File: src/rtl/core/rbpm_pkg.sv
`default_nettype none

package rbpm_pkg;

   // Buffer geometry (depth must be a power of two for pointer wrap)
   localparam int BUF_DEPTH   = 512;
   localparam int ADDR_W      = $clog2(BUF_DEPTH);
   localparam int CNT_W       = 9;
   localparam int MAX_PATTERN = 8;
   localparam int MAX_CHUNK   = 64;

   localparam logic [CNT_W-1:0] FULL_LEVEL   = CNT_W'(BUF_DEPTH - 1);
   localparam logic [7:0]       NEWLINE_CODE = 8'h0A;
   localparam logic [6:0]       CAP_MAX      = 7'(MAX_CHUNK + 1);
   localparam logic [3:0]       PAT_MAX      = 4'(MAX_PATTERN);

   // Request opcodes
   typedef enum logic [1:0] {
      OP_RECV   = 2'd0,
      OP_CHUNK  = 2'd1,
      OP_SEARCH = 2'd2,
      OP_CLEAR  = 2'd3
   } opcode_type;

   typedef struct packed {
      logic [1:0]  opcode;
      logic [7:0]  rx_byte;
      logic [6:0]  max_len;
      logic [63:0] pattern_bytes;
      logic [3:0]  pattern_len;
   } req_type;

   typedef struct packed {
      logic [7:0]       data_byte;
      logic             data_valid;
      logic             last;
      logic [6:0]       chunk_count;
      logic             found;
      logic             line_end;
      logic             dropped;
      logic [CNT_W-1:0] fill_level;
   } rsp_type;

   // Microcode step addresses
   localparam int STEP_W = 3;
   localparam logic [STEP_W-1:0] STEP_IDLE        = 3'd0;
   localparam logic [STEP_W-1:0] STEP_APPEND      = 3'd1;
   localparam logic [STEP_W-1:0] STEP_CHUNK_SETUP = 3'd2;
   localparam logic [STEP_W-1:0] STEP_CHUNK_LOOP  = 3'd3;
   localparam logic [STEP_W-1:0] STEP_SRCH_SETUP  = 3'd4;
   localparam logic [STEP_W-1:0] STEP_SRCH_LOOP   = 3'd5;
   localparam logic [STEP_W-1:0] STEP_CLEAR       = 3'd6;

   // Datapath operation of one step
   typedef enum logic [2:0] {
      DP_NONE        = 3'd0,
      DP_APPEND      = 3'd1,
      DP_CHUNK_SETUP = 3'd2,
      DP_CHUNK_STEP  = 3'd3,
      DP_SRCH_SETUP  = 3'd4,
      DP_SRCH_STEP   = 3'd5,
      DP_CLEAR       = 3'd6
   } dp_op_type;

   // When a step issues a result
   typedef enum logic [1:0] {
      EM_NONE   = 2'd0,
      EM_ALWAYS = 2'd1,
      EM_COND   = 2'd2
   } emit_type;

   // How the step counter advances
   typedef enum logic [1:0] {
      SQ_JUMP     = 2'd0,
      SQ_DISPATCH = 2'd1,
      SQ_BR_NEXT  = 2'd2,
      SQ_BR_STAY  = 2'd3
   } seq_type;

   // Branch condition select
   typedef enum logic [2:0] {
      C_NONE        = 3'd0,
      C_CHUNK_EMPTY = 3'd1,
      C_CHUNK_END   = 3'd2,
      C_SRCH_SKIP   = 3'd3,
      C_SRCH_END    = 3'd4
   } cond_type;

   typedef struct packed {
      dp_op_type         op;
      emit_type          emit;
      seq_type           seq;
      cond_type          cond;
      logic [STEP_W-1:0] target;
   } ctl_word_type;

   // Control store
   function automatic ctl_word_type ucode_rom(input logic [STEP_W-1:0] step);
      ctl_word_type w;
      case (step)
         STEP_IDLE:        w = '{DP_NONE,        EM_NONE,   SQ_DISPATCH, C_NONE,        STEP_IDLE};
         STEP_APPEND:      w = '{DP_APPEND,      EM_ALWAYS, SQ_JUMP,     C_NONE,        STEP_IDLE};
         STEP_CHUNK_SETUP: w = '{DP_CHUNK_SETUP, EM_COND,   SQ_BR_NEXT,  C_CHUNK_EMPTY, STEP_IDLE};
         STEP_CHUNK_LOOP:  w = '{DP_CHUNK_STEP,  EM_ALWAYS, SQ_BR_STAY,  C_CHUNK_END,   STEP_IDLE};
         STEP_SRCH_SETUP:  w = '{DP_SRCH_SETUP,  EM_COND,   SQ_BR_NEXT,  C_SRCH_SKIP,   STEP_IDLE};
         STEP_SRCH_LOOP:   w = '{DP_SRCH_STEP,   EM_COND,   SQ_BR_STAY,  C_SRCH_END,    STEP_IDLE};
         STEP_CLEAR:       w = '{DP_CLEAR,       EM_ALWAYS, SQ_JUMP,     C_NONE,        STEP_IDLE};
         default:          w = '{DP_NONE,        EM_NONE,   SQ_JUMP,     C_NONE,        STEP_IDLE};
      endcase
      return w;
   endfunction

   // Entry step of each opcode
   function automatic logic [STEP_W-1:0] dispatch_rom(input logic [1:0] opcode);
      logic [STEP_W-1:0] s;
      case (opcode)
         OP_RECV:   s = STEP_APPEND;
         OP_CHUNK:  s = STEP_CHUNK_SETUP;
         OP_SEARCH: s = STEP_SRCH_SETUP;
         OP_CLEAR:  s = STEP_CLEAR;
         default:   s = STEP_IDLE;
      endcase
      return s;
   endfunction

endpackage

`default_nettype wire

File: src/rtl/core/rbpm_seq.sv
`default_nettype none

module rbpm_seq (
   input  wire logic                 clock,
   input  wire logic                 reset,
   input  wire logic                 start,
   input  wire logic [1:0]           opcode,
   input  wire logic                 cond_hit,
   output rbpm_pkg::ctl_word_type    ctl,
   output logic                      busy,
   output logic                      accept
);
   import rbpm_pkg::*;

   logic [STEP_W-1:0] upc_ff;
   logic [STEP_W-1:0] upc_in;

   // Fetch the control word of the current step
   assign ctl    = ucode_rom(upc_ff);
   assign busy   = (upc_ff != STEP_IDLE);
   assign accept = start && !busy;

   // Select the next step
   always_comb begin
      case (ctl.seq)
         SQ_JUMP:     upc_in = ctl.target;
         SQ_DISPATCH: upc_in = accept ? dispatch_rom(opcode) : upc_ff;
         SQ_BR_NEXT:  upc_in = cond_hit ? ctl.target : upc_ff + STEP_W'(1);
         SQ_BR_STAY:  upc_in = cond_hit ? ctl.target : upc_ff;
         default:     upc_in = STEP_IDLE;
      endcase
   end

   // Advance the step counter
   always_ff @(posedge clock) begin
      if (reset) begin
         upc_ff <= STEP_IDLE;
      end else begin
         upc_ff <= upc_in;
      end
   end

endmodule

`default_nettype wire

File: config.mk
export PLATFORM = sky130hd
export DESIGN_NAME = rbpm_seq
export DESIGN_NICKNAME = d
export VERILOG_FILES = /design/src/rtl/core/rbpm_pkg.sv /design/src/rtl/core/rbpm_seq.sv
export SDC_FILE = /design/constraint.sdc
export NUM_CORES = 1
export LEC_CHECK = 0
export BUFFER_PORTS_ARGS = -buffer_cell sky130_fd_sc_hd__buf_2
export CAP_MARGIN = 20
export CORE_AREA = 2 2 39 41
export DETAILED_ROUTE_END_ITERATION = 16
export DIE_AREA = 0 0 41 43
export PLACE_DENSITY_LB_ADDON = 0.08
export SLEW_MARGIN = 20
export SYNTH_ARGS = -nofsm -noshare
export SYNTH_HDL_FRONTEND = slang
export SYNTH_SLANG_ARGS = --single-unit
File: constraint.sdc
create_clock -name clock -period 1.9 [get_ports clock]
set_clock_uncertainty 0.05 [all_clocks]
set_input_delay 0.19 -clock clock [delete_from_list [all_inputs] [get_ports clock]]
set_output_delay 0.19 -clock clock [all_outputs]
set_load 0.005 [all_outputs]
==> metrics.txt <==
Fin. Hold Viols 0; critical path class reg -> reg; clk_lat worst skew 230 ps; crit end category flip-flop; nets@finish 103; layout cells sized above 1 77.3%; Placer Congestion 0.684; crit path max fanout 3; WP buf/inv 3; top-area cell type share of the netlist area 22.9%; Top FF cell, synth dfxtp_1; number of diodes 0; CTS Buf Count 3; post-layout instance area 836 µm²; Biggest register upc_ff; chip width 41 µm; max reg flops 3; Worst path slowest cell dfxtp_4; Clock Path Buffers 2; Startpoint Class flip-flop; Slew Viols, Final 0; Worst-path clk slew 40 ps; first-pass GRT wire length 1500 µm; Worst EP required 1960 ps; Synthesis Warnings 0; pin count of the biggest net entering global routing 6; Non-Filler Instances 104; I/O pins 21; fmax 0.536 GHz; EDFF count, synth 0; Gate Count Post-Synth 53; synth top area cells ha_1, dfxtp_1, o221ai_1; number of global-route vias before repair 400; Cell Area, Synth 438 µm²; starting DRC count in detailed routing 3; maximum vdd drop 1.08 mV; Sink Count 3; Top delay family on crit path flip-flops; Rows 14; Avg WL per Cell 11.1 µm; initial core utilization 31.6%; routed wire length 1150 µm; CTS H-tree lvls 1; Die Y 43 µm; Routed Antenna Nets 0; DR vias 492; die area 1760 µm²; DP Area 622 µm²; Arr. time, crit path 1920 ps; Largest regs upc_ff (3); root buf cell clkbuf_4; Core Region 1380 µm²; area delta synth->final 90.9%; initial antenna violation count 0; final period utilization 98.1%; Seq/Total Area, Yosys 13.7%; DRC viols 0; GRT Util Overall 12.4%; slowest stage delay, CP 370 ps; Period minus WS final 1860 ps; LEAKAGE 0.000412 µW; count leader, synth ha_1; port bufs 17; Pre-antenna DRT Iters 2; FF+latch count, synth 3; final setup vio count 0; CTS Hold Bufs 0; Power Dens Cells 1660 nW/µm²; worst hold path class in -> reg; setup TNS 0 ps; ys async rst share 0%; drt via density 4.73; status finished clean; Yosys cell types 23; fin util 60.4%; hold slack 178 ps; max-cap check violation count 0; dpl hpwl 838 µm; Synth top cells by count ha_1, inv_1; placed insts 96; grt total ovfl 0; RSZ-0062 raised after global routing true; leading area contributor after synthesis ha_1; mean area per synthesized cell 8.26 µm²; crit-path cells inv_4 > ha_4 > mux2i_4 > inv_2 > nor3_4 > inv_2 > ha_4 > and3b_1 > o221ai_2 > o32ai_2; CTS tree done
logic make-up (layout without fill, tap and decap cells):
family / count (synthesis) / in the layout / share of synthesized area, %
compound gates: 9 / 9 / 18.0
mux: 1 / 1 / 2.29
buf+inv: 10 / 43 / 12.9
fa+ha+maj: 8 / 8 / 22.9
other cells: 1 / 3 / 0.856
simple gates: 21 / 21 / 29.4
flops: 3 / 3 / 13.7
layout by cell type (no fill, tap or decap):
master	netlist	layout
ha_2	0	2
o32ai_2	0	3
nor3_4	0	1
clkbuf_1	0	1
nor2_4	0	1
buf_4	3	16
o21a_4	0	1
and2_1	3	3
conb_1	1	3
nand2b_4	0	1
nor2b_1	1	1
clkbuf_4	0	3
dfxtp_4	0	2
nor3_1	2	1
and3b_1	2	2
nand2_2	0	1
nor2_1	2	1
and2_4	0	1
a21o_2	1	1
buf_2	0	17
ha_1	8	2
dfxtp_2	0	1
a211o_2	1	1
or2_4	0	1
nand2b_1	2	1
nor3b_2	0	2
or2_1	2	2
o221ai_2	0	3
mux2i_4	0	1
inv_1	6	1
nor3b_1	3	1
ha_4	0	4
inv_2	0	3
nand2_1	2	1
inv_4	0	2
metrics by stage:
| step | worst slack (ps) | power [µW] |
|---|---|---|
| 2_1_floorplan | 34.3 | 580 |
| 3_3_place_gp | -105 | 937 |
| 3_5_place_dp | -74.5 | 922 |
| 4_1_cts | 0.312 | 1190 |
| 5_1_grt | -61.6 | 1510 |
| 6_report | 36.0 | 1390 |
repair_timing:
item | CTS | global route
gates resized for setup | 12 | 23
setup buffers | 1 | 3
setup endpoints to repair | 3 | 3
endpoints found under the hold margin | 0 | 0
pin swaps | 5 | 10
layer usage:
metal	track usage [%]	routed length (µm)	share of wire [%]
met1	12.2	465	40
met2	24.1	613	53
met3	0	55	4.8
met4	6.00	18	1.6
met5	0	0	0
path summary, 6_finish.rpt:
path,startpoint,cells past startpoint,slack (ps),endpoint
min,reset,2,180,upc_ff[1]
max,upc_ff[1],10,40,upc_ff[1]
max reg2reg,upc_ff[1],10,40,upc_ff[1]
min reg2reg,upc_ff[2],3,670,upc_ff[2]
where the power goes:
group          switching, µW  internal (µW)
logic                    516            636
clock network           31.9           78.6
registers               34.4           93.3
total                    582            808
layout make-up:
cell class              count  area (µm²)
clock buffers               4        26.3
fillers                   125         548
inverters                   6        27.5
multi-input cells          42         488
flip-flops and latches      3        68.8
well taps                  16        20.0
repair buffers             33         205
Power figures use the tool's default switching activity.
